**src/sv/zcdp_pkg.sv**
```systemverilog
// Package for the ZIP central directory parser core.
// Holds result kind codes, record layout offsets and the result bus packing.
// No dependencies.
`default_nettype none

package zcdp_pkg;

    typedef logic [1:0]  t_kind;
    typedef logic [17:0] t_pos;

    localparam t_kind KIND_NAME = 2'd0;
    localparam t_kind KIND_DESC = 2'd1;
    localparam t_kind KIND_DONE = 2'd2;

    localparam logic [31:0] CD_SIG = 32'h02014b50;

    localparam t_pos POS_SIG_END   = 18'd3;
    localparam t_pos POS_METHOD    = 18'd10;
    localparam t_pos POS_CRC       = 18'd16;
    localparam t_pos POS_PACKED    = 18'd20;
    localparam t_pos POS_PLAIN     = 18'd24;
    localparam t_pos POS_NAME_LEN  = 18'd28;
    localparam t_pos POS_EXTRA_LEN = 18'd30;
    localparam t_pos POS_COMM_LEN  = 18'd32;
    localparam t_pos POS_OFFSET    = 18'd42;
    localparam t_pos FIXED_LEN     = 18'd46;

    localparam int IN_TDATA_W  = 8;
    localparam int OUT_TDATA_W = 192;
    localparam int CFG_W       = 16;

    localparam int O_NAME_CHAR = 0;
    localparam int O_METHOD    = 8;
    localparam int O_CRC       = 24;
    localparam int O_PACKED    = 56;
    localparam int O_PLAIN     = 88;
    localparam int O_OFFSET    = 120;
    localparam int O_NAME_LEN  = 152;
    localparam int O_INDEX     = 168;
    localparam int O_EARLY     = 184;

endpackage

`default_nettype wire

```
**src/sv/zip_central_directory_parser_core.sv**
```systemverilog
// Top level of the ZIP central directory parser: byte-wise record parsing.
// Depends on zcdp_pkg for kind codes, record offsets and result packing.
//
// Channel   Dir  Payload
// s_axis    in   tdata[7:0] dir_byte, tuser start_flag, tlast end_flag
// m_axis    out  tdata (see port), tuser kind, tlast last_of_run
// cfg       in   i_cfg_data entry_count
//
// One byte is parsed per cycle between the input register and the result
// register; a byte enters every cycle while each byte yields at most one result
// and m_axis is ready. A byte yielding two or three results holds the next byte
// until one result is left; the result register sends one result per ready cycle.
// While a result waits on a stalled m_axis, the input register takes one more
// byte and then holds s_axis_tready low.
// Reset clears all parse state; no clearing pass is needed.
`default_nettype none

module zip_central_directory_parser_core (
    input  wire logic                              i_clk,
    input  wire logic                              i_rst_n,
    input  wire logic                              s_axis_tvalid,
    output logic                                   s_axis_tready,
    // dir_byte[7:0]
    input  wire logic [zcdp_pkg::IN_TDATA_W-1:0]   s_axis_tdata,
    // start_flag
    input  wire logic                              s_axis_tuser,
    input  wire logic                              s_axis_tlast,
    output logic                                   m_axis_tvalid,
    input  wire logic                              m_axis_tready,
    // name_char[7:0], method[23:8], crc_value[55:24], packed_size[87:56],
    // plain_size[119:88], header_offset[151:120], name_length[167:152],
    // entry_index[183:168], stopped_early[184], zero[191:185]
    output logic [zcdp_pkg::OUT_TDATA_W-1:0]       m_axis_tdata,
    // kind[1:0]
    output logic [1:0]                             m_axis_tuser,
    output logic                                   m_axis_tlast,
    input  wire logic                              i_cfg_valid,
    output logic                                   o_cfg_ready,
    input  wire logic [zcdp_pkg::CFG_W-1:0]        i_cfg_data
);
    import zcdp_pkg::*;

    logic [15:0] r_entry_count;

    logic        r_in_valid;
    logic [7:0]  r_in_byte;
    logic        r_in_start;
    logic        r_in_last;

    t_pos        r_pos,  n_pos,  e_pos;
    logic [15:0] r_meth, n_meth, e_meth;
    logic [31:0] r_crc,  n_crc,  e_crc;
    logic [31:0] r_pk,   n_pk,   e_pk;
    logic [31:0] r_pl,   n_pl,   e_pl;
    logic [15:0] r_nl,   n_nl,   e_nl;
    logic [15:0] r_el,   n_el,   e_el;
    logic [15:0] r_cl,   n_cl,   e_cl;
    logic [31:0] r_off,  n_off,  e_off;
    logic [31:0] r_sig,  n_sig,  e_sig;
    logic [15:0] r_ed,   n_ed,   e_ed;
    logic        r_fin,  n_fin,  e_fin;

    logic        f_name, f_desc, f_done, f_early;
    logic [15:0] f_done_idx;
    t_pos        total;

    logic        r_b_name, r_b_desc, r_b_done;
    logic [7:0]  r_b_char;
    logic [15:0] r_b_meth, r_b_nl, r_b_idx, r_b_done_idx;
    logic [31:0] r_b_crc, r_b_pk, r_b_pl, r_b_off;
    logic        r_b_early;

    logic        m_hs;
    logic        b_single;
    logic        move;

    assign o_cfg_ready   = 1'b1;
    assign m_axis_tvalid = r_b_name | r_b_desc | r_b_done;
    assign m_hs          = m_axis_tvalid & m_axis_tready;
    assign b_single      = $countones({r_b_name, r_b_desc, r_b_done}) == 1;
    assign move          = r_in_valid & (!m_axis_tvalid | (b_single & m_axis_tready));
    assign s_axis_tready = !r_in_valid | move;
    assign m_axis_tlast  = b_single;

    always_comb begin
        e_pos  = r_in_start ? '0 : r_pos;
        e_meth = r_in_start ? '0 : r_meth;
        e_crc  = r_in_start ? '0 : r_crc;
        e_pk   = r_in_start ? '0 : r_pk;
        e_pl   = r_in_start ? '0 : r_pl;
        e_nl   = r_in_start ? '0 : r_nl;
        e_el   = r_in_start ? '0 : r_el;
        e_cl   = r_in_start ? '0 : r_cl;
        e_off  = r_in_start ? '0 : r_off;
        e_sig  = r_in_start ? '0 : r_sig;
        e_ed   = r_in_start ? '0 : r_ed;
        e_fin  = r_in_start ? 1'b0 : r_fin;

        n_pos = e_pos;  n_meth = e_meth; n_crc = e_crc; n_pk  = e_pk;
        n_pl  = e_pl;   n_nl   = e_nl;   n_el  = e_el;  n_cl  = e_cl;
        n_off = e_off;  n_sig  = e_sig;  n_ed  = e_ed;  n_fin = e_fin;

        f_name     = 1'b0;
        f_desc     = 1'b0;
        f_done     = 1'b0;
        f_early    = 1'b0;
        f_done_idx = e_ed;
        total      = '0;

        if (!e_fin) begin
            if (e_pos == '0 && e_ed >= r_entry_count) begin
                f_done = 1'b1;
                n_fin  = 1'b1;
            end else begin
                if (e_pos <= POS_SIG_END) begin
                    n_sig = {r_in_byte, e_sig[31:8]};
                end else if (e_pos == POS_METHOD || e_pos == POS_METHOD + 18'd1) begin
                    n_meth = {r_in_byte, e_meth[15:8]};
                end else if (e_pos >= POS_CRC && e_pos < POS_PACKED) begin
                    n_crc = {r_in_byte, e_crc[31:8]};
                end else if (e_pos >= POS_PACKED && e_pos < POS_PLAIN) begin
                    n_pk = {r_in_byte, e_pk[31:8]};
                end else if (e_pos >= POS_PLAIN && e_pos < POS_NAME_LEN) begin
                    n_pl = {r_in_byte, e_pl[31:8]};
                end else if (e_pos == POS_NAME_LEN || e_pos == POS_NAME_LEN + 18'd1) begin
                    n_nl = {r_in_byte, e_nl[15:8]};
                end else if (e_pos == POS_EXTRA_LEN || e_pos == POS_EXTRA_LEN + 18'd1) begin
                    n_el = {r_in_byte, e_el[15:8]};
                end else if (e_pos == POS_COMM_LEN || e_pos == POS_COMM_LEN + 18'd1) begin
                    n_cl = {r_in_byte, e_cl[15:8]};
                end else if (e_pos >= POS_OFFSET && e_pos < FIXED_LEN) begin
                    n_off = {r_in_byte, e_off[31:8]};
                end

                if (e_pos == POS_SIG_END && n_sig != CD_SIG) begin
                    f_done  = 1'b1;
                    f_early = 1'b1;
                    n_fin   = 1'b1;
                end else begin
                    if (e_pos >= FIXED_LEN && (e_pos - FIXED_LEN) < {2'b00, n_nl}) begin
                        f_name = 1'b1;
                    end
                    total = FIXED_LEN + {2'b00, n_nl} + {2'b00, n_el} + {2'b00, n_cl};
                    if (e_pos >= FIXED_LEN - 18'd1 && e_pos == total - 18'd1) begin
                        f_desc = 1'b1;
                        n_ed   = e_ed + 16'd1;
                        n_pos  = '0;
                        if (n_ed >= r_entry_count) begin
                            f_done     = 1'b1;
                            n_fin      = 1'b1;
                            f_done_idx = n_ed;
                        end
                    end else begin
                        n_pos = e_pos + 18'd1;
                    end
                end
            end

            if (r_in_last && !n_fin) begin
                f_done     = 1'b1;
                f_early    = 1'b1;
                n_fin      = 1'b1;
                f_done_idx = n_ed;
            end
        end
    end

    always_ff @(posedge i_clk) begin
        if (!i_rst_n) begin
            r_entry_count <= '0;
            r_in_valid    <= 1'b0;
            r_pos  <= '0; r_meth <= '0; r_crc <= '0; r_pk  <= '0;
            r_pl   <= '0; r_nl   <= '0; r_el  <= '0; r_cl  <= '0;
            r_off  <= '0; r_sig  <= '0; r_ed  <= '0; r_fin <= 1'b0;
            r_b_name <= 1'b0;
            r_b_desc <= 1'b0;
            r_b_done <= 1'b0;
        end else begin
            if (i_cfg_valid) begin
                r_entry_count <= i_cfg_data;
            end
            if (s_axis_tvalid && s_axis_tready) begin
                r_in_valid <= 1'b1;
            end else if (move) begin
                r_in_valid <= 1'b0;
            end
            if (move) begin
                r_pos  <= n_pos;  r_meth <= n_meth; r_crc <= n_crc; r_pk  <= n_pk;
                r_pl   <= n_pl;   r_nl   <= n_nl;   r_el  <= n_el;  r_cl  <= n_cl;
                r_off  <= n_off;  r_sig  <= n_sig;  r_ed  <= n_ed;  r_fin <= n_fin;
                r_b_name <= f_name;
                r_b_desc <= f_desc;
                r_b_done <= f_done;
            end else if (m_hs) begin
                if (r_b_name) begin
                    r_b_name <= 1'b0;
                end else if (r_b_desc) begin
                    r_b_desc <= 1'b0;
                end else begin
                    r_b_done <= 1'b0;
                end
            end
        end
    end

    always_ff @(posedge i_clk) begin
        if (s_axis_tvalid && s_axis_tready) begin
            r_in_byte  <= s_axis_tdata[7:0];
            r_in_start <= s_axis_tuser;
            r_in_last  <= s_axis_tlast;
        end
        if (move) begin
            r_b_char     <= r_in_byte;
            r_b_meth     <= n_meth;
            r_b_crc      <= n_crc;
            r_b_pk       <= n_pk;
            r_b_pl       <= n_pl;
            r_b_off      <= n_off;
            r_b_nl       <= n_nl;
            r_b_idx      <= e_ed;
            r_b_done_idx <= f_done_idx;
            r_b_early    <= f_early;
        end
    end

    always_comb begin
        m_axis_tdata = '0;
        if (r_b_name) begin
            m_axis_tuser = KIND_NAME;
            m_axis_tdata[O_NAME_CHAR +: 8] = r_b_char;
            m_axis_tdata[O_INDEX +: 16]    = r_b_idx;
        end else if (r_b_desc) begin
            m_axis_tuser = KIND_DESC;
            m_axis_tdata[O_METHOD +: 16]   = r_b_meth;
            m_axis_tdata[O_CRC +: 32]      = r_b_crc;
            m_axis_tdata[O_PACKED +: 32]   = r_b_pk;
            m_axis_tdata[O_PLAIN +: 32]    = r_b_pl;
            m_axis_tdata[O_OFFSET +: 32]   = r_b_off;
            m_axis_tdata[O_NAME_LEN +: 16] = r_b_nl;
            m_axis_tdata[O_INDEX +: 16]    = r_b_idx;
        end else begin
            m_axis_tuser = KIND_DONE;
            m_axis_tdata[O_INDEX +: 16]    = r_b_done_idx;
            m_axis_tdata[O_EARLY]          = r_b_early;
        end
    end

`ifndef SYNTH
    a_done_implies_finished: assert property (@(posedge i_clk) disable iff (!i_rst_n)
        r_b_done |-> r_fin)
        else $error("done result pending without finished state");

    a_finished_holds_count: assert property (@(posedge i_clk) disable iff (!i_rst_n)
        r_fin && !(move && r_in_start) |=> $stable(r_ed) && $stable(r_pos))
        else $error("parse state moved after finishing");

    a_normal_done_count: assert property (@(posedge i_clk) disable iff (!i_rst_n)
        r_b_done && !r_b_name && !r_b_desc && !r_b_early |-> r_b_done_idx >= r_entry_count)
        else $error("normal done before entry count reached");
`endif

endmodule

`default_nettype wire
```
**config.mk**
```make
export PLATFORM = sky130hd
export DESIGN_NAME = zip_central_directory_parser_core
export DESIGN_NICKNAME = d
export VERILOG_FILES = /design/src/sv/zcdp_pkg.sv /design/src/sv/zip_central_directory_parser_core.sv
export SDC_FILE = /design/constraint.sdc
export NUM_CORES = 1
export LEC_CHECK = 0
export BUFFER_PORTS_ARGS = -buffer_cell sky130_fd_sc_hd__buf_2
export CAP_MARGIN = 30
export CELL_PAD_IN_SITES_DETAIL_PLACEMENT = 0
export CELL_PAD_IN_SITES_GLOBAL_PLACEMENT = 2
export CORE_ASPECT_RATIO = 0.5
export CORE_MARGIN = 5
export CORE_UTILIZATION = 40
export CTS_CLUSTER_DIAMETER = 100
export DETAILED_ROUTE_END_ITERATION = 10
export PLACE_DENSITY_LB_ADDON = 0.1
export SYNTH_ARGS = -nofsm -noshare
export SYNTH_HDL_FRONTEND = slang
export SYNTH_SLANG_ARGS = --single-unit
export TNS_END_PERCENT = 20
```
**constraint.sdc**
```tcl
create_clock -name i_clk -period 13.1 [get_ports i_clk]
set_input_delay 1.31 -clock i_clk [delete_from_list [all_inputs] [get_ports i_clk]]
set_output_delay 1.31 -clock i_clk [all_outputs]
set_load 0.01 [all_outputs]
```
; Word-level counts from Yosys, hierarchy flattened
; Index checks and enable logic that the tools add are counted.
[word_totals]
output_inout_bits = 198
mem_bits_ro = 0
in_bits = 31
elab_cells = 233
latch_bits = 0
mem_bits_rw = 0
memories = 0
regBits = 490
[op_classes]
n_bitwise = 7
n_reduce_logical = 22
n_shift = 0
div_mod_pow = 0
magnitude_cmp = 14
n_addsub = 9
n_mul = 0
eq_ne = 14
muxes = 137
[op_table]
columns = cell, count
row1 = 2-to-1 mux 32 bit, 39
row2 = 2-to-1 mux 16 bit, 54
row3 = 2-to-1 mux 160 bit, 2
row4 = 2-to-1 mux 18 bit, 5
row5 = equality test 18 x 5 -> 1 bit (second input constant), 4
row6 = >= comparator 18 x 5 -> 1 bit (second input constant), 3
row7 = >= comparator 18 x 6 -> 1 bit (second input constant), 3
row8 = < comparator 18 x 5 -> 1 bit (second input constant), 3
row9 = equality test 18 x 4 -> 1 bit (second input constant), 2
row10 = equality test 18 x 6 -> 1 bit (second input constant), 2
row11 = 2-to-1 mux 1 bit, 34
row12 = >= comparator 16 bit, 2
row13 = inequality test 32 x 26 -> 1 bit (second input constant), 1
row14 = adder 17 x 16 -> 18 bit, 1
row15 = adder 18 x 1 -> 18 bit (second input constant), 1
row16 = adder 18 x 16 -> 18 bit, 1
row17 = equality test 18 bit, 1
row18 = equality test 18 x 2 -> 1 bit (second input constant), 1
row19 = <= comparator 18 x 2 -> 1 bit (second input constant), 1
row20 = logical NOT 18 bit, 1
row21 = < comparator 18 x 16 -> 1 bit, 1
row22 = < comparator 18 x 6 -> 1 bit (second input constant), 1
row23 = subtractor 18 x 1 -> 18 bit (second input constant), 1
row24 = subtractor 18 x 6 -> 18 bit (second input constant), 1
row25 = other kinds (16), 38

; Depth between registers and ports, before layout
[logic_depth]
depth_word = 26
mapped_depth = 27
depth_no_buf = 22

; Worst setup path after synthesis
; No wires, ideal clock.
[synth_path]
kind = register to register
startpoint = reg r_b_name
endpoint = reg r_b_char[0] (enable)
t_arrival_ns = 8.361
synth_period_minus_slack_ns = 9.004
path_slack_ns = 4.096
stages_incl_launch_ff = 13
n_path_buf = 6
required_time_ns = 12.456
setup_time_ns = 0.644
cell_sequence = dfxtp_1 -> clkbuf_1 -> clkinv_1 -> clkbuf_1 -> fa_1 -> nor2b_1 -> a22oi_1 -> nand2b_1 -> clkbuf_1 -> inv_1 -> clkbuf_1 -> clkbuf_1 -> clkbuf_1
[synth_between]
elab_chain_cells = 5
word_cells_on_any_way = 8
classes_between = 1 x add/sub / 1 x eq/ne / 5 x bitwise / 1 x reduce/logical
[synth_lines]
columns = element, line
row1 = "start, declared", zip_central_directory_parser_core.sv:67  ; logic r_b_name, r_b_desc, r_b_done;
row2 = "start signal, assigned", zip_central_directory_parser_core.sv:191  ; r_b_name <= f_name;
row3 = adder 2 x 1 -> 3 bit (implied by the code), zip_central_directory_parser_core.sv:80  ; assign b_single = $countones({r_b_name, r_b_desc, r_b_done}) == 1;
row4 = equality test 3 x 1 -> 1 bit, zip_central_directory_parser_core.sv:80
row5 = net m_axis_tlast, zip_central_directory_parser_core.sv:36  ; output logic m_axis_tlast,
row6 = bitwise AND 1 bit, zip_central_directory_parser_core.sv:81  ; assign move = r_in_valid & (!m_axis_tvalid | (b_single & m_axis_tready));
row7 = bitwise OR 1 bit, zip_central_directory_parser_core.sv:81
row8 = bitwise AND 1 bit, zip_central_directory_parser_core.sv:81
row9 = net move, zip_central_directory_parser_core.sv:75  ; logic move;
row10 = "end signal, assigned", zip_central_directory_parser_core.sv:213  ; r_b_char <= r_in_byte;
row11 = "end, declared", zip_central_directory_parser_core.sv:68  ; logic [7:0] r_b_char;
; The timed path passes the listed nets, and every way through them passes these cells.
; A chain may end at the register's enable or synchronous reset.

; Worst setup path after layout
[layout_path]
startpoint = reg r_pos[14]
endpoint = reg r_b_done_idx[4] (data pin)
[layout_between]
elab_chain_cells = 25
word_cells_on_any_way = 79
classes_between = 4 x add/sub / 8 x order compare / 11 x eq/ne / 43 x mux / 13 x reduce/logical
[layout_lines]
columns = element, line
row1 = "start, declared", zip_central_directory_parser_core.sv:50  ; t_pos r_pos, n_pos, e_pos;
row2 = "start signal, assigned", zip_central_directory_parser_core.sv:188  ; r_pos <= n_pos; r_meth <= n_meth; r_crc <= n_crc; r_pk <= n_pk;
row3 = 2-to-1 mux 18 bit (*), zip_central_directory_parser_core.sv:86  ; e_pos = r_in_start ? '0 : r_pos;
row4 = branches (longest 22 deep; another with >= comparator 18 x 5 -> 1 bit), n/a
row5 = 2-to-1 mux 16 bit (*), zip_central_directory_parser_core.sv:159  ; if (r_in_last && !n_fin) begin
row6 = 2-to-1 mux 16 bit (*), zip_central_directory_parser_core.sv:110  ; if (!e_fin) begin
row7 = net f_done_idx[4], zip_central_directory_parser_core.sv:64  ; logic [15:0] f_done_idx;
row8 = "end signal, assigned", zip_central_directory_parser_core.sv:221  ; r_b_done_idx <= f_done_idx;
row9 = "end, declared", zip_central_directory_parser_core.sv:69  ; logic [15:0] r_b_meth, r_b_nl, r_b_idx, r_b_done_idx;
; Mark *: on every way through the listed nets, which the timed path passes. The select of a mux whose other input is x is not followed.

==> out/metrics.csv <==
stage,metric,value,unit
worst_setup_path,Worst setup EP type,flip-flop,
cells_and_area,Fillers,6243,
sta,Setup Skew,48.3,ps
logic_synthesis,"Top FF cell, synth",dfxtp_1,
worst_setup_path,top cell family by delay on the critical path,simple AND/OR/NAND/NOR gates,
cells_and_area,nets,3000,
logic_synthesis,Yosys reg bits,490,
worst_hold_path,worst hold path stage count,2,
global_routing,GR Layer Usage met1,0.314,
floorplanning,Core Box Area,62700,um^2
logic_synthesis,leading area contributor after synthesis,edfxtp_1,
logic_synthesis,top post-synthesis cells by area,"edfxtp_1, dfxtp_1, nand2_1, nor2_1, a21oi_1",
sta,pins over their slew limit,0,
clock_tree,# Post-CTS Setup Buffers,0,
global_routing,total track usage,0.216,
clock_tree,Resize count post-CTS,0,
clock_tree,CTS H-tree depth,2,
logic_synthesis,Syn Area/Cell,9.09,um^2
global_routing,vias in the first global route,19600,
clock_tree,clk_lat worst skew,600,ps
worst_setup_path,CP bufs+invs,3,
worst_setup_path,Setup crit start kind,flip-flop,
pwr,leakage power,0.0111,uW
cells_and_area,Sequential cell area,11900,um^2
clock_tree,clk slew on worst S/H paths,70,ps
worst_hold_path,HP Class,reg -> reg,
clock_tree,Root Buffer,clkbuf_16,
drt,residual DRC count,0,
logic_synthesis,Post-synth ARST share,0,
clock_tree,CTS tree,done,
sta,Final Hold Viols,0,
worst_hold_path,hold path start,r_pl[4],
worst_setup_path,"Data arrival, critical path",7700,ps
drt,final antenna-violating net count,0,
logic_synthesis,most frequent cell after synthesis,nand2_1,
sta,Max-Slew Margin vs Limit,0.327,
pwr,Total Power,3240,uW
sta,worst-margin pin slew,1010,ps
sta,period utilization,0.557,
floorplanning,Die Wd,365,um
worst_setup_path,max incr delay on CP,590,ps
drt,vias,20300,
clock_tree,hold_buf cts,0,
global_routing,M3 GR Usage,0.0294,
logic_synthesis,"Seq/Total Area, Yosys",0.473,
floorplanning,I/O pin count,229,
sta,Setup Viol. Count Final,0,
sta,final worst path period need,7300,ps
sta,RSZ-0062 raised after global routing,false,
sta,Setup TNS,0,ps
global_routing,GRT busiest layer,met2,
floorplanning,Die H,188,um
placement,port bufs,220,
drt,post-DR wirelength/cell,20.2,um
global_routing,grt met2 use,0.347,
worst_setup_path,Critical Path Start,r_pos[14],
pwr,Worst IR Drop VDD,0.0991,mV
logic_synthesis,Yosys Warn Count,0,
cells_and_area,post-synthesis to final-layout area growth,12.9,%
worst_setup_path,R2R Path Start,r_pos[14],
sta,FMAX,0.137,GHz
global_routing,total congestion overflow,0,
global_routing,largest net degree at the start of global routing,141,
logic_synthesis,Post-synth EDFFs,211,
placement,HPWL Detailed,49.9,mm
clock_tree,clock sinks,490,
cells_and_area,Multi-input gate area,12200,um^2
global_routing,initial antenna violation count,0,
cells_and_area,layout cells sized above 1,0.141,
worst_setup_path,crit path cell chain,nor4_2 -> a41oi_1 -> or3_1 -> nor3_2 -> buf_4 -> mux2i_1 -> or2_2 -> ha_1 -> fa_1 -> inv_1 -> fa_1 -> a211oi_2 -> o211ai_1 -> a21boi_2 -> o211ai_2 -> or4b_1 -> a211o_1 -> a211oi_4 -> buf_4 -> o211ai_4 -> or3_1 -> a21oi_1,
worst_setup_path,CP required,13500,ps
worst_setup_path,CP Depth,22,
worst_setup_path,critical path peak fanout,33,
status,status,completed,
logic_synthesis,most frequent cells after synthesis,"nand2_1, nor2_1, dfxtp_1, a21oi_1, edfxtp_1",
worst_setup_path,cells on worst reg2reg path,22,
logic_synthesis,Synth Instances,2775,
drt,First-pass DRT Iterations,5,
pwr,Pwr Density,114,nW/um^2
clock_tree,Num CTS Buffers,47,
logic_synthesis,Synth top area share,0.251,
floorplanning,row cnt,65,
drt,Initial DRC Count,1537,
logic_synthesis,Post-Syn Area,25200,um^2
placement,Final Wtd Congestion,0.853,
logic_synthesis,count of cell types in the netlist,85,
run,Max-cap violations,0,
worst_setup_path,CP Class,reg -> reg,
cells_and_area,Ant. Diodes,0,
floorplanning,die area,68500,um^2
global_routing,first-pass GRT wire length,118,mm
drt,DRT Wirelength,75.6,mm
worst_setup_path,slowest CP cell,or3_1,
floorplanning,Initial Utilization,0.402,
drt,vias per inst,5.41,
clock_tree,Max Buffers Root-to-Sink,3,
-- path summary, 6_finish.rpt --
kind                                         to  slack, ps
worst min-delay path                    r_pl[4]        460
worst min register to register          r_pl[4]        460
worst max register to register  r_b_done_idx[4]       5800
worst max-delay path            r_b_done_idx[4]       5800
-- registers in the layout, summed over array words and instances (netlist names), 8 cells and up --
register	cells
r_b_crc	32
r_b_off	32
r_b_pk	32
r_b_pl	32
r_crc	32
r_off	32
r_pk	32
r_pl	32
r_sig	32
r_pos	18
r_b_done_idx	16
r_b_idx	16
r_b_meth	16
r_b_nl	16
r_cl	16
r_ed	16
r_el	16
r_entry_count	16
r_meth	16
r_nl	16
r_b_char	8
r_in_byte	8
-- per-stage QoR --
step / setup slack (ps) / utilization / hold slack [ps] / instances / instance area, um^2
final: 5800 / 0.454 / 457 / 3747 / 28500
after global placement: 5870 / 0.429 / 441 / 3656 / 26900
after detailed placement: 5790 / 0.430 / 449 / 3658 / 26900
after floorplan: 4100 / - / 436 / 2781 / 25200
after CTS: 5760 / 0.454 / 458 / 3746 / 28400
after global routing: 5300 / 0.454 / 470 / 3747 / 28500
-- cells by family (layout without fill, tap and decap cells) --
family / after synthesis / in the layout / synth area share
flops: 490 / 490 / 0.473
buf+inv: 300 / 429 / 0.0487
xor+xnor: 47 / 47 / 0.0166
mux: 123 / 123 / 0.0499
compound gates: 573 / 573 / 0.143
simple gates: 1142 / 1142 / 0.215
fa+ha+maj: 98 / 98 / 0.0537
other cells: 2 / 8 / 0.000298
-- routing by layer --
metal  vias to the layer above  part of all wire
met5                         -                 0
met4                         0             0.018
met3                        93             0.044
met2                       410              0.46
met1                      9773              0.48
li1                      10000                 -
-- where the power goes --
part           switching (uW)  leakage [uW]  internal, uW
registers                20.1       0.00414          1630
clock network             625      0.000739           752
logic                     153       0.00623          51.3
total                     799        0.0111          2440
-- final cells by class --
type / instances / area share
inverters: 69 / 0.00967
repair buffers: 272 / 0.0541
well taps: 837 / 0.0368
clock inverters: 24 / 0.00685
flip-flops and latches: 490 / 0.419
multi-input cells: 1991 / 0.427
clock buffers: 64 / 0.0464
-- worst register-to-register path, cell delays in order (launching register included) --
cell and delay (ps):
dfxtp_1 430, nor4_2 500, a41oi_1 320, or3_1 590, nor3_2 160, buf_4 320
mux2i_1 120, or2_2 290, ha_1 310, fa_1 480, inv_1 70, fa_1 480
a211oi_2 260, o211ai_1 160, a21boi_2 270, o211ai_2 140, or4b_1 480, a211o_1 310
a211oi_4 230, buf_4 370, o211ai_4 320, or3_1 390, a21oi_1 150
-- cells in the final DEF (no fill, tap or decap), types with 14 or more instances in the layout --
cell and n:
xor2_1 23, o21ai_0 74, nor4_1 14, inv_1 64, a22o_1 50, mux2i_1 102
buf_4 48, a31oi_1 16, and2_1 14, buf_2 221, nor3b_1 16, nand2_1 370
mux2_2 21, and3_1 171, a22oi_1 83, a21o_1 22, a21oi_1 250, clkbuf_16 49
nand3_1 25, fa_1 17, ha_1 81, nor3_1 63, nand4_1 24, xnor2_1 23
nor2b_1 23, dfxtp_1 278, nor2_1 338, edfxtp_1 211
No activity file was read; power rests on OpenSTA's default activity.
